`src/rtl/core/rrts_pkg.sv`:
```
// ----------------------------------------------------------------------------
// Round-robin task scheduler package
// Shared widths, item kinds, status codes and the control bundle that the
// sequencer hands to the deadline unit.
// ----------------------------------------------------------------------------
`default_nettype none

package rrts_pkg;

	localparam int NUM_TASKS_DEF = 8;
	localparam int KIND_W        = 2;
	localparam int SLOT_OUT_W    = 3;
	localparam int TICK_W        = 32;

	typedef enum logic [KIND_W-1:0] {
		KIND_TICK   = 2'd0,
		KIND_ADD    = 2'd1,
		KIND_DELAY  = 2'd2,
		KIND_SWITCH = 2'd3
	} kind_t;

	localparam logic STATUS_OK   = 1'b0;
	localparam logic STATUS_FULL = 1'b1;

	// Requests from the sequencer to the deadline unit.
	typedef struct packed {
		logic rd_en;   // read the entry at the slot address
		logic wr_en;   // write the entry at the slot address
		logic wr_zero; // write zero instead of the adder result
		logic inc;     // adder operand is one instead of the delay
	} dl_ctl_t;

endpackage

`default_nettype wire

```
`src/rtl/core/rrts_dl_unit.sv`:
```
// ----------------------------------------------------------------------------
// Deadline unit
// Holds the per-slot deadline memory and the one shared adder and comparator
// that serve tick increment, deadline computation and deadline checks.
// ----------------------------------------------------------------------------
`default_nettype none

module rrts_dl_unit
	import rrts_pkg::*;
#(
	parameter int NUM_TASKS = NUM_TASKS_DEF,
	localparam int IDX_W = $clog2(NUM_TASKS)
) (
	input  wire logic              clk,
	input  wire dl_ctl_t           ctl,
	input  wire logic [IDX_W-1:0]  addr,
	input  wire logic [TICK_W-1:0] tick,
	input  wire logic [TICK_W-1:0] delay,
	output logic      [TICK_W-1:0] sum,
	output logic                   le
);

	logic [TICK_W-1:0] mem [NUM_TASKS];
	logic [TICK_W-1:0] rd_data_q;
	logic [TICK_W-1:0] operand;

	// The shared adder: tick plus one, or tick plus the requested delay.
	assign operand = ctl.inc ? TICK_W'(1) : delay;
	assign sum     = tick + operand;

	// The shared comparator checks the last entry read against the tick.
	assign le = (rd_data_q <= tick);

	always_ff @(posedge clk) begin
		if (ctl.wr_en) begin
			mem[addr] <= ctl.wr_zero ? '0 : sum;
		end
		if (ctl.rd_en) begin
			rd_data_q <= mem[addr];
		end
	end

endmodule

`default_nettype wire

```
`src/rtl/core/round_robin_task_scheduler.sv`:
```
// ----------------------------------------------------------------------------
// Round-robin task scheduler
// Task table with a tick counter, tick-based blocking and a round-robin pick
// of the next ready task; slot 0 is the idle task.
// ----------------------------------------------------------------------------
//
// Channel   Ports                                        Handshake
// -------   ------------------------------------------   ----------------------
// command   kind, delay_ticks                            start high, busy low
// result    running_task, status, added_slot, tick_now   done strobe, one cycle
//
// Command steps: tick increments the tick and, unless only the idle task is
// used, reads slots 1 to the last used one, one slot per cycle, through the
// deadline memory's read port and the shared comparator, then drains the last
// compare; add zeroes a free slot's deadline; delay stores tick plus delay as
// the deadline of a non-idle current task, blocks it and picks; switch picks.
// A new command may be accepted in the cycle the done strobe is high.
// Reset leaves only the idle task present and ready, current slot 0 and the
// tick at zero; the deadline memory is not cleared. The receiver cannot stall.
//
`default_nettype none

module round_robin_task_scheduler
	import rrts_pkg::*;
#(
	parameter int NUM_TASKS = NUM_TASKS_DEF
) (
	input  wire logic                  clk,
	input  wire logic                  arst_n,
	input  wire logic                  start,
	output logic                       busy,
	input  wire logic [KIND_W-1:0]     kind,
	input  wire logic [TICK_W-1:0]     delay_ticks,
	output logic                       done,
	output logic      [SLOT_OUT_W-1:0] running_task,
	output logic                       status,
	output logic      [SLOT_OUT_W-1:0] added_slot,
	output logic      [TICK_W-1:0]     tick_now
);

	localparam int IDX_W = $clog2(NUM_TASKS);
	localparam int CNT_W = $clog2(NUM_TASKS + 1);

	typedef enum logic [2:0] {
		ST_IDLE,
		ST_TICK_INC,
		ST_TICK_SCAN,
		ST_TICK_DRAIN,
		ST_ADD,
		ST_DELAY,
		ST_PICK,
		ST_FINISH
	} state_t;

	state_t               state_q;
	logic [TICK_W-1:0]    tick_q;
	logic [IDX_W-1:0]     current_q;
	logic [CNT_W-1:0]     used_q;
	logic [NUM_TASKS-1:0] ready_q;
	logic [TICK_W-1:0]    delay_q;
	logic                 status_q;
	logic [IDX_W-1:0]     added_q;
	logic [IDX_W-1:0]     idx_q;      // scan address, also the pick position
	logic [IDX_W-1:0]     cnt_q;      // pick steps taken
	logic                 cmp_vld_q;  // a deadline read is waiting for compare
	logic [IDX_W-1:0]     cmp_idx_q;  // slot of that read
	logic                 done_q;
	logic [SLOT_OUT_W-1:0] running_q;
	logic                 status_out_q;
	logic [SLOT_OUT_W-1:0] added_out_q;
	logic [TICK_W-1:0]    tick_out_q;

	dl_ctl_t              dl_ctl;
	logic [IDX_W-1:0]     dl_addr;
	logic [TICK_W-1:0]    dl_sum;
	logic                 dl_le;

	logic                 table_full;
	logic [IDX_W-1:0]     free_slot;
	logic [IDX_W-1:0]     last_slot;
	logic [IDX_W-1:0]     pick_nxt;
	logic                 pick_hit;
	logic [IDX_W+SLOT_OUT_W-1:0] cur_ext;
	logic [IDX_W+SLOT_OUT_W-1:0] added_ext;

	// The used count never exceeds the table size, so the next free slot and
	// the last used slot both fit an index.
	assign table_full = (used_q >= CNT_W'(NUM_TASKS));
	assign free_slot  = used_q[IDX_W-1:0];
	assign last_slot  = IDX_W'(used_q - CNT_W'(1));

	// One round-robin step past the pick position; slot 0 never counts as a hit.
	assign pick_nxt = (idx_q == IDX_W'(NUM_TASKS - 1)) ? '0 : idx_q + IDX_W'(1);
	assign pick_hit = (pick_nxt != '0) && ready_q[pick_nxt];

	assign cur_ext   = {{SLOT_OUT_W{1'b0}}, current_q};
	assign added_ext = {{SLOT_OUT_W{1'b0}}, added_q};

	// Requests to the deadline unit for the current step.
	always_comb begin
		dl_ctl  = '0;
		dl_addr = idx_q;
		case (state_q)
			ST_TICK_INC: begin
				dl_ctl.inc = 1'b1;
			end
			ST_TICK_SCAN: begin
				dl_ctl.rd_en = 1'b1;
			end
			ST_ADD: begin
				dl_ctl.wr_en   = !table_full;
				dl_ctl.wr_zero = 1'b1;
				dl_addr        = free_slot;
			end
			ST_DELAY: begin
				dl_ctl.wr_en = (current_q != '0);
				dl_addr      = current_q;
			end
			default: begin
				dl_ctl = '0;
			end
		endcase
	end

	rrts_dl_unit #(
		.NUM_TASKS(NUM_TASKS)
	) u_dl_unit (
		.clk  (clk),
		.ctl  (dl_ctl),
		.addr (dl_addr),
		.tick (tick_q),
		.delay(delay_q),
		.sum  (dl_sum),
		.le   (dl_le)
	);

	always_ff @(posedge clk or negedge arst_n) begin
		if (!arst_n) begin
			state_q      <= ST_IDLE;
			tick_q       <= '0;
			current_q    <= '0;
			used_q       <= CNT_W'(1);
			ready_q      <= NUM_TASKS'(1);
			delay_q      <= '0;
			status_q     <= STATUS_OK;
			added_q      <= '0;
			idx_q        <= '0;
			cnt_q        <= '0;
			cmp_vld_q    <= 1'b0;
			cmp_idx_q    <= '0;
			done_q       <= 1'b0;
			running_q    <= '0;
			status_out_q <= STATUS_OK;
			added_out_q  <= '0;
			tick_out_q   <= '0;
		end else begin
			// The result strobe follows the finishing cycle.
			done_q <= (state_q == ST_FINISH);

			// A deadline read from the previous cycle is checked here; only
			// blocked tasks whose deadline has come are released.
			if (cmp_vld_q && dl_le && !ready_q[cmp_idx_q]) begin
				ready_q[cmp_idx_q] <= 1'b1;
			end

			case (state_q)
				ST_IDLE: begin
					if (start) begin
						status_q <= STATUS_OK;
						added_q  <= '0;
						delay_q  <= delay_ticks;
						idx_q    <= current_q;
						cnt_q    <= '0;
						case (kind_t'(kind))
							KIND_TICK:   state_q <= ST_TICK_INC;
							KIND_ADD:    state_q <= ST_ADD;
							KIND_DELAY:  state_q <= ST_DELAY;
							KIND_SWITCH: state_q <= ST_PICK;
							default:     state_q <= ST_FINISH;
						endcase
					end
				end

				ST_TICK_INC: begin
					tick_q    <= dl_sum;
					idx_q     <= IDX_W'(1);
					cmp_vld_q <= 1'b0;
					state_q   <= (used_q == CNT_W'(1)) ? ST_FINISH : ST_TICK_SCAN;
				end

				// Reads go out one slot per cycle; each is compared in the cycle after it.
				ST_TICK_SCAN: begin
					cmp_vld_q <= 1'b1;
					cmp_idx_q <= idx_q;
					if (idx_q == last_slot) begin
						state_q <= ST_TICK_DRAIN;
					end else begin
						idx_q <= idx_q + IDX_W'(1);
					end
				end

				ST_TICK_DRAIN: begin
					cmp_vld_q <= 1'b0;
					state_q   <= ST_FINISH;
				end

				ST_ADD: begin
					if (table_full) begin
						status_q <= STATUS_FULL;
					end else begin
						added_q            <= free_slot;
						ready_q[free_slot] <= 1'b1;
						used_q             <= used_q + CNT_W'(1);
					end
					state_q <= ST_FINISH;
				end

				// The idle task cannot block, and then no new pick is made.
				ST_DELAY: begin
					if (current_q != '0) begin
						ready_q[current_q] <= 1'b0;
						state_q            <= ST_PICK;
					end else begin
						state_q <= ST_FINISH;
					end
				end

				// Walk once around the table from the slot after the current one;
				// the idle task runs when no slot but slot 0 is ready.
				ST_PICK: begin
					if (pick_hit) begin
						current_q <= pick_nxt;
						state_q   <= ST_FINISH;
					end else if (cnt_q == IDX_W'(NUM_TASKS - 1)) begin
						current_q <= '0;
						state_q   <= ST_FINISH;
					end else begin
						idx_q <= pick_nxt;
						cnt_q <= cnt_q + IDX_W'(1);
					end
				end

				ST_FINISH: begin
					running_q    <= cur_ext[SLOT_OUT_W-1:0];
					status_out_q <= status_q;
					added_out_q  <= added_ext[SLOT_OUT_W-1:0];
					tick_out_q   <= tick_q;
					state_q      <= ST_IDLE;
				end

				default: begin
					state_q <= ST_IDLE;
				end
			endcase
		end
	end

	assign busy         = (state_q != ST_IDLE);
	assign done         = done_q;
	assign running_task = running_q;
	assign status       = status_out_q;
	assign added_slot   = added_out_q;
	assign tick_now     = tick_out_q;

endmodule

`default_nettype wire

```
`config.mk`:
```
export PLATFORM = sky130hd
export DESIGN_NAME = round_robin_task_scheduler
export DESIGN_NICKNAME = d
export VERILOG_FILES = /design/src/rtl/core/rrts_pkg.sv /design/src/rtl/core/rrts_dl_unit.sv /design/src/rtl/core/round_robin_task_scheduler.sv
export SDC_FILE = /design/constraint.sdc
export NUM_CORES = 1
export LEC_CHECK = 0
export ABC_AREA = 1
export BUFFER_PORTS_ARGS = -buffer_cell sky130_fd_sc_hd__buf_4
export CORE_UTILIZATION = 45
export CTS_CLUSTER_DIAMETER = 150
export DETAILED_ROUTE_END_ITERATION = 16
export SYNTH_ARGS = -nofsm -noshare
export SYNTH_HDL_FRONTEND = slang
export SYNTH_SLANG_ARGS = --single-unit
```
`constraint.sdc`:
```
create_clock -name clk -period 5.9 [get_ports clk]
set_input_delay 0.59 -clock clk [delete_from_list [all_inputs] [get_ports clk]]
set_output_delay 0.59 -clock clk [all_outputs]
set_load 0.1 [all_outputs]
```
== Yosys cells after proc, flatten, opt, wreduce, memory -nomap -nowiden ==
Memory sizes are Yosys's and may differ from the RTL's. A register that Yosys moved wholly into a read port is not among the register bits.
Cells that the tools add are included.
Word-level totals
  register bits: 136
  bits in writable memories: 256
  input bits: 37
  word-level logic and storage cells: 136
  memories: 1
Memory list
  u_dl_unit.mem: depth 8, width 32, read ports 1, clocked after memory_dff 1, write ports 1, RTL line rrts_dl_unit.sv:23  | logic [TICK_W-1:0] mem [NUM_TASKS];
Operators by class
  $add $sub $neg: 5
  magnitude comparators: 9
  equality and inequality tests: 22
  multiplexer cells: 49
  bitwise gates (word level): 5
  reduce and logical (&&, ||, !) cells: 28
Operators by type and width (count)
  two-way mux 32 bit: 2
  two-way mux 3 bit: 16
  adder 32 bit: 1
  <= comparator 32 bit: 1
  two-way mux 8 bit: 3
  one-hot mux 3 bit (4 select lines): 2
  one-hot mux 3 bit (7 select lines): 1
  == test 3 bit, second input constant: 6
  one-hot mux 3 bit (2 select lines): 3
  < comparator 3 x 4 -> 1 bit, second input constant: 4
  OR 8 bit: 2
  one-hot mux 8 bit (2 select lines): 1
  inequality test 2 bit, second input constant: 7
  two-way mux 1 bit: 13
  demux 1 bit (select 3 bit): 3
  >= comparator 3 x 1 -> 1 bit, second input constant: 3
  AND reduction 3 bit: 3
  nonzero test 3 bit: 3
  AND 8 bit: 1
  inverter 8 bit: 1
  nonzero test 2 bit: 4
  adder 3 x 1 -> 3 bit, second input constant: 2
  binary-select mux 1 bit (select 3 bit): 2
  == test 3 x 2 -> 1 bit, second input constant: 2
  20 further kinds: 32

== Longest topological paths before layout ==
  depth after elaboration: 9
  mapped depth: 19
  mapped depth without buffers: 18

== Hierarchy ==
Synthesis repeated with hierarchy kept, for this count alone.
Second synthesis, totals
  cells, all modules: 2181
  area, all modules: 20287.0 um2
By module, submodules not included
  rrts_dl_unit: times used 1, cells an instance 1482, area an instance 14323.7 um2, sequential area each 8648.3 um2
  round_robin_task_scheduler: times used 1, cells an instance 699, area an instance 5963.2 um2, sequential area each 3405.8 um2

== Worst setup path after synthesis ==
OpenSTA, ideal clock, no wires.
  path kind: register to register
  start point: register state_q[0]
  end point: memory u_dl_unit.mem[5][0], enable pin
  arrival: 2775 ps
  data required time: 5479 ps
  slack: 2704 ps
  stages on the path, launching flop included: 10
  cells stage by stage: dfrtp_1 > nor2_2 > nand2_2 > nor2_1 > inv_2 > nand3_2 > buf_2 > buf_2 > nand2_1 > nor2_1
On the way
  longest elaborated chain between the ends: 4
Ends and longest elaborated chain
  start, declared: RTL line round_robin_task_scheduler.sv:55  | state_t state_q;
  start signal, assigned: RTL line round_robin_task_scheduler.sv:188  | state_q <= (used_q == CNT_W'(1)) ? ST_FINISH : ST_TICK_SCAN;
  == test 3 bit: RTL line round_robin_task_scheduler.sv:103  | case (state_q)
  one-hot mux 1 bit (2 select lines): RTL line round_robin_task_scheduler.sv:103
  two-way mux 1 bit: RTL line rrts_dl_unit.sv:35  | if (ctl.wr_en) begin
  two-way mux 1 bit: RTL line rrts_dl_unit.sv:36  | mem[addr] <= ctl.wr_zero ? '0 : sum;
  end, declared: RTL line rrts_dl_unit.sv:23
Several ways; a longest one is shown, not always the timed one.

== Worst setup path after layout ==
  start point: register state_q[2]
  end point: memory u_dl_unit.mem[4][22], enable pin
The elaborated chain is that of the path after synthesis.

==> key figures <==
Outcome
  – Status: finished clean

Clock tree
  – Root Driver: clkbuf_16
  – Clock latency on the worst-skew pair: ~600 ps
  – CTS sink count: 424
  – CTS clk-pin slew, worst paths: 60 ps
  – Max clock buf depth: 3
  – TritonCTS Buffers: 44
  – Resized cells post-CTS: 0
  – H-tree Lvls: 2
  – CTS tree: done
  – Buffer count from post-CTS setup fixing: 0
  – CTS hold repair buffers: 0

Global route
  – First-pass GRT wire length: between 70000 and 80000 um
  – Vias in the first global route: approximately 13000
  – Initial antenna violation count: 0
  – Total gr overflow: 0
  – Pin count of the biggest net entering global routing: 88
  – Gr usage total: 22.89%

Setup path
  – CP endpoint kind: register
  – R2R setup slack: roughly 1700 ps
  – WS Path Type: register to register
  – CP arrival: approximately 4400 ps
  – Worst reg2reg path depth: 8
  – Critical Path Start: state_q[2]$_DFFE_PN0P_
  – Critical R2R Capture: u_dl_unit.mem[4][22]$_DFFE_PP_
  – Peak fanout along the critical path: 62
  – CP Launch Type: register
  – Worst Path Required: approximately 6200 ps
  – R2r startpoint: state_q[2]$_DFFE_PN0P_

STA
  – Clock skew: around 49 ps
  – Achievable Freq: 240.6 MHz
  – Max-slew violation count: 0
  – PnR worst setup slack: approximately 1700 ps
  – Tmin final: around 4200 ps
  – Period Utilization, post-route: 70.46%
  – Slew headroom: around a quarter
  – TNS Setup: 0 ps
  – Final setup violation count: 0
  – RSZ-0062 raised after global routing: no
  – Worst-margin pin slew: approximately 1100 ps
  – Final Hold Viols: 0

Power and ir drop
  – Max IR drop VDD: 0.2804 mV
  – Combinational Power Share: between 40 and 50%
  – Lkg Pwr: between 0.009 and 0.01 uW
  – Cell Pwr Density: between 600 and 700 nW/um2
  – Sw frac: between 40% and 50%
  – Sequential Power Share: 36.5%
  – Overall power: between 10000 and 15000 uW
  – Int Power: 7808 uW
  – Clk pwr share: about a fifth
  – Switching power: 6205 uW

Routing
  – Drt drc: 0
  – 1st-iter DRT viols: between 1000 and 1500
  – WL/cell: ~19 um
  – Vias: 13790
  – DR pass1 iterations: 5
  – DRT Wirelength: ~50000 um
  – Via/cell ratio: 5.287
  – Routed Antenna Nets: 0

Yosys
  – Post-synthesis cell count: ~1900
  – Sequential share of the synthesized area: 61.48%
  – Synth warn: 0
  – Avg Inst Size Synth: around 10 um2
  – Net count after synthesis: 2024
  – Mapped Area: between 15000 and 20000 um2
  – Post-synth ARST share: between 30 and 40%
  – Post-synthesis register bit count: approximately 420
  – Distinct cells, synth: 45
  – Primary FF master, synth: edfxtp_1
  – Post-synth EDFFs: 288

Placement
  – Final Wtd Congestion: 0.9341
  – Placed Cells: roughly 2500
  – Port buffer count: 77
  – Dpl ws: 1686 ps
  – Estimated wirelength of the detail-placed design: ~33000 um

Layout
  – Share of cells above drive strength 1: 10.92%
  – Ant diodes: 0
  – Finished Layout Cells: roughly 2600
  – Area growth syn-to-layout: 13.23%
  – Layout Utilization: 51.66%
  – Fin nets: around 2100

Floorplan
  – DIE AREA: roughly 44000 um2
  – Core box area: around 43000 um2
  – Die Span X: roughly 210 um
  – DIE HEIGHT: roughly 210 um
  – Placement row count: 76
  – Ports: between 70 and 80
  – Starting density of the core: between 40% and 50%

Job
  – Max-cap viol count: 0

Min path
  – Hold/Removal Path Class: primary input to asynchronous set/reset pin
power groups by stage:
stage | Combinational, uW | Sequential, uW | Clock, uW
floorplan | 3710 | 5610 | 0
global placement | 6110 | 5150 | 0
detailed placement | 6200 | 5160 | 0
CTS | 6230 | 5110 | 2740
global route | 6950 | 5170 | 2860
finish | 6210 | 5110 | 2690
state kept, by name, indices dropped and copies added (netlist names):
register	cells
used_q	4
u_dl_unit.mem	256
cmp_idx_q	3
running_task	3
cmp_vld_q	1
tick_q	32
added_slot	3
done	1
ready_q	8
current_q	3
status_q	1
tick_now	32
state_q	3
cnt_q	3
u_dl_unit.rd_data_q	32
status	1
idx_q	3
added_q	3
delay_q	32
cell usage in the layout (no fill, tap or decap), types with 3 or more instances in the layout:
cell type    n
nand3b_1     7
xnor2_1     13
clkinv_2     7
clkbuf_16   44
edfxtp_1   288
xor2_1       6
o21ai_0    181
nand3_1     51
nand4_1     43
a21oi_1     57
o21ai_1     12
nor2_1     308
or2_0       22
bufinv_16    3
o211ai_1    32
inv_1      157
buf_4       92
nand2_2      5
nor2_2       5
nor3_1      21
nor2_4      11
ha_1        71
or2_1       10
a21o_1       6
dfrtp_1    134
o21bai_1     6
a21boi_0     4
o22ai_1      5
inv_2       11
mux2_2      32
clkinv_1    13
a31oi_1      5
clkbuf_1    10
nand2_1    329
worst max-delay path, cell delays in order, from the launching register on:
cell and delay [ps]:
dfrtp_1 480, nand2_2 190, nor2_1 70, inv_2 90
nand3_4 540, inv_2 970, nand2_1 460, nor2_4 590
buf_4 410
layout make-up:
cell class / instances / area (um2)
fillers: 3881 / 20780
clock inverters: 25 / 239.0
clock buffers: 55 / 1152
well taps: 585 / 732.0
multi-input cells: 1257 / 6689
flip-flops and latches: 424 / 12050
inverters: 169 / 634.4
repair buffers: 93 / 701.9
cells by family after synthesis:
| kind of cell | synth area share, % |
|---|---|
| buffers and inverters | 4.792 |
| AND/OR/NAND/NOR | 17.54 |
| XOR/XNOR | 0.8487 |
| AO/OA/AOI/OAI | 8.870 |
| flip-flops | 61.48 |
| multiplexers | 1.838 |
| adder cells (fa/ha/maj) | 4.633 |
per-layer routing:
| layer | track usage (%) | wire length [um] | vias to the layer above |
|---|---|---|---|
| met3 | 3.539 | 3171 | 67 |
| met5 | 0 | 0 | - |
| li1 | - | - | 6689 |
| met4 | 5.872 | 948 | 0 |
| met2 | 35.88 | 22520 | 406 |
| met1 | 33.28 | 22930 | 6627 |
cell usage after synthesis (all sizes together), types with 6 or more instances:
library cell	count	area (um2)
buf	34	187.7
inv	169	634.4
a21oi	57	285.3
o211ai	32	240.2
nand4	43	269.0
nor3	21	105.1
or2	34	212.7
nand3b	7	52.55
xnor2	13	113.9
nand3	52	265.3
xor2	6	52.55
nor2	324	1246
dfrtp	134	3353
clkbuf	31	117.6
nand2	334	1264
o21ai	193	965.9
ha	71	888.4
mux2	32	360.4
edfxtp	288	8648
o21bai	6	45.04
a21o	6	45.04
through the flow:
| step | area (um2) | hold WS, ps |
|---|---|---|
| 5_1_grt | 22200 | 57.75 |
| 3_5_place_dp | 20810 | 473.9 |
| 4_1_cts | 22200 | 18.60 |
| 3_3_place_gp | 20810 | 466.7 |
| 2_1_floorplan | 19610 | 294.4 |
| 6_report | 22200 | 15.45 |
how the worst max path moves through the flow:
stage | slack [ps] | cells after the start | endpoint
floorplan | 2700 | 9 | u_dl_unit.mem[5][0]$_DFFE_PP_
global placement | 1730 | 8 | u_dl_unit.mem[0][31]$_DFFE_PP_
detailed placement | 1690 | 8 | u_dl_unit.mem[4][7]$_DFFE_PP_
CTS | 1670 | 8 | u_dl_unit.mem[4][22]$_DFFE_PP_
global route | 1410 | 8 | u_dl_unit.mem[4][22]$_DFFE_PP_
finish | 1740 | 8 | u_dl_unit.mem[4][22]$_DFFE_PP_
Power figures use the tool's default switching activity.
